--- src/rtl/wpsg_pkg.sv ---
// ----------------------------------------------------------------------------
// Wheel setpoint package
// Shared widths, operation and register codes, item types and the Q16.16
// saturation helper for the wheel position setpoint generator.
// ----------------------------------------------------------------------------
package wpsg_pkg;

	localparam int WPSG_WHEEL_COUNT = 6;
	localparam int WPSG_QUEUE_DEPTH = 4;
	localparam int SIDE_WHEELS      = 3;
	localparam int WHEEL_W          = 3;
	localparam int DATA_W           = 32;
	localparam int CFG_W            = 31;
	localparam int CFG_IDX_W        = 3;
	localparam int FRAC_W           = 16;
	localparam int PROD_W           = 2 * DATA_W;
	localparam int QUOT_W           = PROD_W - FRAC_W;

	typedef enum logic [1:0] {
		OP_SEED = 2'd0,
		OP_SIDE = 2'd1,
		OP_TICK = 2'd2,
		OP_FEED = 2'd3
	} op_t;

	typedef enum logic [CFG_IDX_W-1:0] {
		REG_MIN_SPEED      = 3'd0,
		REG_INV_RADIUS     = 3'd1,
		REG_MAX_RATE       = 3'd2,
		REG_LOOP_PERIOD    = 3'd3,
		REG_ERROR_LIMIT    = 3'd4,
		REG_RADIUS         = 3'd5,
		REG_FEEDBACK_SCALE = 3'd6
	} reg_idx_t;

	typedef logic signed [DATA_W-1:0] q16_t;
	typedef logic [CFG_W-1:0]         ucfg_t;

	typedef struct packed {
		ucfg_t min_speed;
		ucfg_t inverse_wheel_radius;
		ucfg_t max_wheel_rate;
		ucfg_t loop_period;
		ucfg_t error_limit;
		ucfg_t wheel_radius;
		ucfg_t feedback_scale;
	} cfg_t;

	localparam cfg_t CFG_RESET = '{
		min_speed:            31'd3277,
		inverse_wheel_radius: 31'd655360,
		max_wheel_rate:       31'd655360,
		loop_period:          31'd655,
		error_limit:          31'd327680,
		wheel_radius:         31'd6554,
		feedback_scale:       31'd65536
	};

	// Classified item as it waits in the queue
	typedef struct packed {
		op_t               op;
		logic [WHEEL_W-1:0] wheel;
		q16_t              speed;
		q16_t              meas;
		logic              valid;
	} item_t;

	// Result fields known once the state update is done
	typedef struct packed {
		logic [WHEEL_W-1:0] wheel;
		q16_t              target;
		q16_t              error;
		q16_t              rate;
		q16_t              actual;
		logic              data_valid;
	} result_t;

	localparam q16_t Q16_MAX = 32'sh7FFF_FFFF;
	localparam q16_t Q16_MIN = 32'sh8000_0000;

	// Clip a wide signed value to the Q16.16 range
	function automatic q16_t sat_q16(input logic signed [PROD_W-1:0] v);
		if (v > 64'sd2147483647) begin
			return Q16_MAX;
		end else if (v < -64'sd2147483648) begin
			return Q16_MIN;
		end
		return v[DATA_W-1:0];
	endfunction

	// True when a wheel number addresses storage entry idx
	function automatic logic wheel_hit(input logic [WHEEL_W-1:0] wheel, input int unsigned idx);
		return 32'(wheel) == idx;
	endfunction

endpackage

--- src/rtl/wpsg_queue.sv ---
// ----------------------------------------------------------------------------
// Wheel setpoint item queue
// Short first-in first-out buffer between the front end and the execute
// pipeline.
// ----------------------------------------------------------------------------
module wpsg_queue import wpsg_pkg::*; #(
	parameter int DEPTH = WPSG_QUEUE_DEPTH
) (
	input  logic  clk,
	input  logic  arst_n,
	input  logic  push,
	input  item_t push_item,
	output logic  full,
	input  logic  pop,
	output logic  head_valid,
	output item_t head_item
);

	localparam int PTR_W = (DEPTH > 1) ? $clog2(DEPTH) : 1;
	localparam int CNT_W = $clog2(DEPTH + 1);

	item_t            slot_q [DEPTH];
	logic [PTR_W-1:0] wr_ptr_q;
	logic [PTR_W-1:0] rd_ptr_q;
	logic [CNT_W-1:0] count_q;
	logic             do_push;
	logic             do_pop;

	function automatic logic [PTR_W-1:0] next_ptr(input logic [PTR_W-1:0] ptr);
		return (ptr == PTR_W'(DEPTH - 1)) ? '0 : ptr + 1'b1;
	endfunction

	assign full       = count_q == CNT_W'(DEPTH);
	assign head_valid = count_q != '0;
	assign head_item  = slot_q[rd_ptr_q];
	assign do_push    = push && !full;
	assign do_pop     = pop && head_valid;

	// Advance pointers and occupancy
	always_ff @(posedge clk or negedge arst_n) begin
		if (!arst_n) begin
			wr_ptr_q <= '0;
			rd_ptr_q <= '0;
			count_q  <= '0;
		end else begin
			if (do_push) begin
				wr_ptr_q <= next_ptr(wr_ptr_q);
			end
			if (do_pop) begin
				rd_ptr_q <= next_ptr(rd_ptr_q);
			end
			if (do_push && !do_pop) begin
				count_q <= count_q + 1'b1;
			end else if (do_pop && !do_push) begin
				count_q <= count_q - 1'b1;
			end
		end
	end

	// Store pushed items
	always_ff @(posedge clk) begin
		if (do_push) begin
			slot_q[wr_ptr_q] <= push_item;
		end
	end

endmodule

--- config.mk ---
export PLATFORM = sky130hd
export DESIGN_NAME = wpsg_queue
export DESIGN_NICKNAME = d
export VERILOG_FILES = /design/src/rtl/wpsg_pkg.sv /design/src/rtl/wpsg_queue.sv
export SDC_FILE = /design/constraint.sdc
export NUM_CORES = 1
export LEC_CHECK = 0
export BUFFER_PORTS_ARGS = -buffer_cell sky130_fd_sc_hd__buf_4
export CELL_PAD_IN_SITES_DETAIL_PLACEMENT = 1
export CELL_PAD_IN_SITES_GLOBAL_PLACEMENT = 2
export CORE_UTILIZATION = 30
export DETAILED_ROUTE_END_ITERATION = 8
export GPL_ROUTABILITY_DRIVEN = 0
export PLACE_DENSITY = 0.57
export RECOVER_POWER = 100
export SLEW_MARGIN = 5
export SYNTH_ARGS = -nofsm -noshare
export SYNTH_HDL_FRONTEND = slang
export SYNTH_SLANG_ARGS = --single-unit
--- constraint.sdc ---
create_clock -name clk -period 11.65 [get_ports clk]
set_input_delay 1.7475 -clock clk [delete_from_list [all_inputs] [get_ports clk]]
set_output_delay 1.7475 -clock clk [all_outputs]
set_load 0.05 [all_outputs]
After elaboration in Yosys (flattened, before gate mapping)
Memories as Yosys holds them, arrays and structs flattened.
Index checks and enable logic that the tools add are counted.

cells by class
  add/sub/neg operators = 4
  multiply operators = 0
  div/mod/pow operators = 0
  $lt $le $gt $ge = 0
  eq/ne operators = 3
  shift operators = 0
  muxes and demuxes = 6
  bitwise operators = 0
  reduce and logical (&&, ||, !) cells = 9

operator list
  cell                                                                number
  3-bit 2-to-1 mux                                                    2
  2-bit by 1-bit adder with 2-bit output, second input constant       2
  2-bit == test, second input constant                                2
  1-bit logical AND                                                   4
  2-bit 2-to-1 mux                                                    2
  3-bit by 1-bit adder with 3-bit output, second input constant       1
  3-bit == test, second input constant                                1
  1-bit zero test                                                     3
  3-bit nonzero test                                                  1
  3-bit by 1-bit subtractor with 3-bit output, second input constant  1
  1-bit 2-to-1 mux                                                    2
  2-bit nonzero test                                                  1

word-level totals
  register bits = 7
  latch bits = 0
  bits in writable memories = 280
  ROM bits = 0
  input bits = 74
  output and inout bits = 72
  logic and storage cells = 26
  memories = 1

memory list
  name    words  width  read ports  clocked after Yosys merged registers in  write ports  RTL line          source
  slot_q  4      70     1           0                                        1            wpsg_queue.sv:22  item_t slot_q [DEPTH];

Longest topological paths before layout
  depth after elaboration = 7
  mapped depth = 8
  mapped depth without buffers = 8

Least setup slack after synthesis
OpenSTA, ideal clock, no wires.

  path type = input to register
  start = in push
  end = mem slot_q[3][0] (netlist bit), enable pin
  setup time = 0.500 ns
  arrival = 4.742 ns
  required time = 11.150 ns
  slack = 6.408 ns
  stages = 2
  path buffers = 0
  cell sequence = nand2_1 > nor2_1

on the way
  longest elaborated chain between the ends = 3

ends and longest elaborated chain
  item                                    RTL line          source
  start, declared                         wpsg_queue.sv:11  input logic push,
  1-bit logical AND                       wpsg_queue.sv:36  assign do_push = push && !full;
  1-bit 2-to-1 mux                        wpsg_queue.sv:62  if (do_push) begin
  1-bit 2-to-1 mux (not written as such)  wpsg_queue.sv:63  slot_q[wr_ptr_q] <= push_item;
  end, declared                           wpsg_queue.sv:22

No other way between the ends.

==> impl_metrics.toml <==
[synthesis]
synth_top_area_frac = 0.791
synth-compound-area-share = 0
async_reset_ff_frac = 0.0244
syn-mean-instance-area_um2 = 26.4
ys_top_cells_by_area = "edfxtp_1 (79%), mux4_2 (14%), dfrtp_1 (1.6%)"
synthAdderAreaFrac = 0.00894
yosysTopAreaCell = "edfxtp_1"
netlist_area_um2 = 10600
ys_warn_count = 0
ys_ff_latch = 287
synthFlopType = "edfxtp_1"
yosys.area_share.simple = 0.00824
netlist-cell-type-count = 21
syn_inst = 403
synthTopCellsByCount = "edfxtp_1 (280), mux4_2 (68), buf_12 (7), buf_2 (7), dfrtp_1 (7)"
synth_xor_area_frac = 0.00247
synth_edf_count = 280
syn-num-nets = 484
synth_top_family_by_area = "multiplexers"
seq_area_frac_synth = 0.807
yosysMostFrequentCell = "edfxtp_1"
synth_mux_area_frac = 0.154

[detailed_routing]
first_pass_iters = 4
remaining_drc_errors = 0
drtIter0Drc = 200
vias = 4664
via_per_inst = 4.47
wl_um = 20900
final_antenna_net_count = 0
wl_per_cell_um = 20.1

[worst_setup_path]
r2r_start = "count_q[2]$_DFFE_PN0P_"
crit_required_ns = 9.90
crit_start = "rd_ptr_q[1]$_DFFE_PN0P_"
cp-start-kind = "flip-flop"
r2r_end = "slot_q[0][7]$_DFFE_PP_"
r2r_slack_ns = 6.19
cp-endpoint = "head_item[31]"
r2r_cells = 4
critPathKind = "reg2out"
arrival_ns = 4.59
critPathMaxFanout = 72
end_kind = "primary output"

[finish]
final_nets = 650
drive_gt1_frac = 0.207
design_area_um2 = 12500
syn2layout_area_growth_pct = 17.6
fin_cells = 1044
antennaDiodeCount = 0
n_fill_cell = 3409

[clock_tree]
cts_hold_buf = 0
cts_buffers = 30
cts.root.buffer_cell = "clkbuf_16"
cts.sinks = 287
clkTransAtPathRegs_ns = 0.06
clkLatencyLatePin_ns = 0.54
h-tree-depth = 1
cts_tree = "yes"
post_cts_buffers = 0
cts_resized = 0
clock_path_buffers = 3

[floorplan]
placementRows = 68
start_util = 0.306
fp.dieW_um = 190
die_area_um2 = 36200
io_pins = 146
die_h_um = 190
coreArea_um2 = 34700

[placement]
place_area_um2 = 12200
dp_hpwl_um = 12000
placed_cells = 992
portBuffers = 145

[grt]
grt_usage = 0.118
grt_max_degree = 73
grt_antenna_before_repair = 1
grt_pass1_vias = 5260
grt-ovfl-total = 0
grt_pass1_wl_um = 31900

[min_path]
hp-class = "reg2reg"

[timing]
period_needed_ns = 6.34
tns_ns = 0
skew_ns = 0.00907
rsz0062_at_grt = "false"
max_freq_mhz = 158
slew-limit-headroom = -2.24
hold_viol_final = 0
finalSetupViolCount = 0
drv_slew = 363
worst_pin_slew_ns = 4.87
finalCritPeriodShare = 0.544

[run]
maxCapViolCount = 8

[outcome]
status = "complete, but fails checks"
violations = "capacitance limit, slew limit"

[power_and_ir_drop]
irDropWorstVdd_mv = 0.161
power_density_nw_per_um2 = 299
power.leakage_nw = 3.87
worst min path at each step:
stage	startpoint	endpoint	depth (start not counted)
2_1_floorplan	count_q[2]$_DFFE_PN0P_	count_q[2]$_DFFE_PN0P_	1
3_3_place_gp	count_q[2]$_DFFE_PN0P_	count_q[2]$_DFFE_PN0P_	1
3_5_place_dp	count_q[2]$_DFFE_PN0P_	count_q[2]$_DFFE_PN0P_	1
4_1_cts	count_q[2]$_DFFE_PN0P_	count_q[2]$_DFFE_PN0P_	1
5_1_grt	count_q[2]$_DFFE_PN0P_	count_q[2]$_DFFE_PN0P_	1
6_report	count_q[2]$_DFFE_PN0P_	count_q[2]$_DFFE_PN0P_	1
registers in the layout, indices dropped and copies added (netlist names):
signal	cells
rd_ptr_q	2
count_q	3
wr_ptr_q	2
slot_q	280
area by class of cell:
cell class,instances,area [um^2],area share
Sequential cell,287,8590,0.687
Clock buffer,35,791,0.0632
Tap cell,455,569,0.0455
Inverter,3,11.3,0.000900
Timing Repair Buffer,150,578,0.0462
Clock inverter,17,126,0.0101
Multi-Input combinational cell,97,1840,0.147
metrics by stage:
step	util	setup WS [ns]	hold WS, ns	power [mW]
global placement	0.350	7.21	0.481	3.01
global route	0.360	4.83	0.515	3.92
floorplan	-	6.41	0.464	2.61
finish	0.360	5.31	0.502	3.74
CTS	0.377	6.61	0.512	3.94
detailed placement	0.350	7.22	0.496	3.03
routing by layer:
metal  vias up  GRT usage  routed length (um)
li1       2062          -                   -
met1      2460      0.154                9130
met2       108      0.197               10200
met3        32     0.0258                1050
met4         2     0.0317                 501
met5         -          0                  12
worst max-delay path: stages (launching register included):
cell and delay (ns):
dfrtp_1 2.79, mux4_2 0.74, clkbuf_1 0.49
logic make-up after synthesis:
logic type	after synthesis
XOR/XNOR	3
flip-flops	287
buffers and inverters	19
multiplexers	75
adder cells (fa/ha/maj)	7
AND/OR/NAND/NOR	12
power by group:
group	switching, mW	internal, mW
clock	0.370	0.522
sequential	0.141	1.39
combinational	0.935	0.391
total	1.45	2.30
layout by cell type (no fill, tap or decap), drive strengths merged, types with 2 or more instances in the layout:
| master | synthesis | final |
|---|---|---|
| buf | 15 | 3 |
| nand2 | 2 | 2 |
| inv | 3 | 3 |
| mux2 | 5 | 5 |
| xor2 | 2 | 2 |
| ha | 6 | 6 |
| nor2 | 4 | 4 |
| clkbuf | 1 | 182 |
| dfrtp | 7 | 7 |
| edfxtp | 280 | 280 |
| bufinv | 0 | 2 |
| and2 | 3 | 3 |
| mux4 | 70 | 70 |
| clkinv | 0 | 15 |
(Power assumes the default switching activity.)
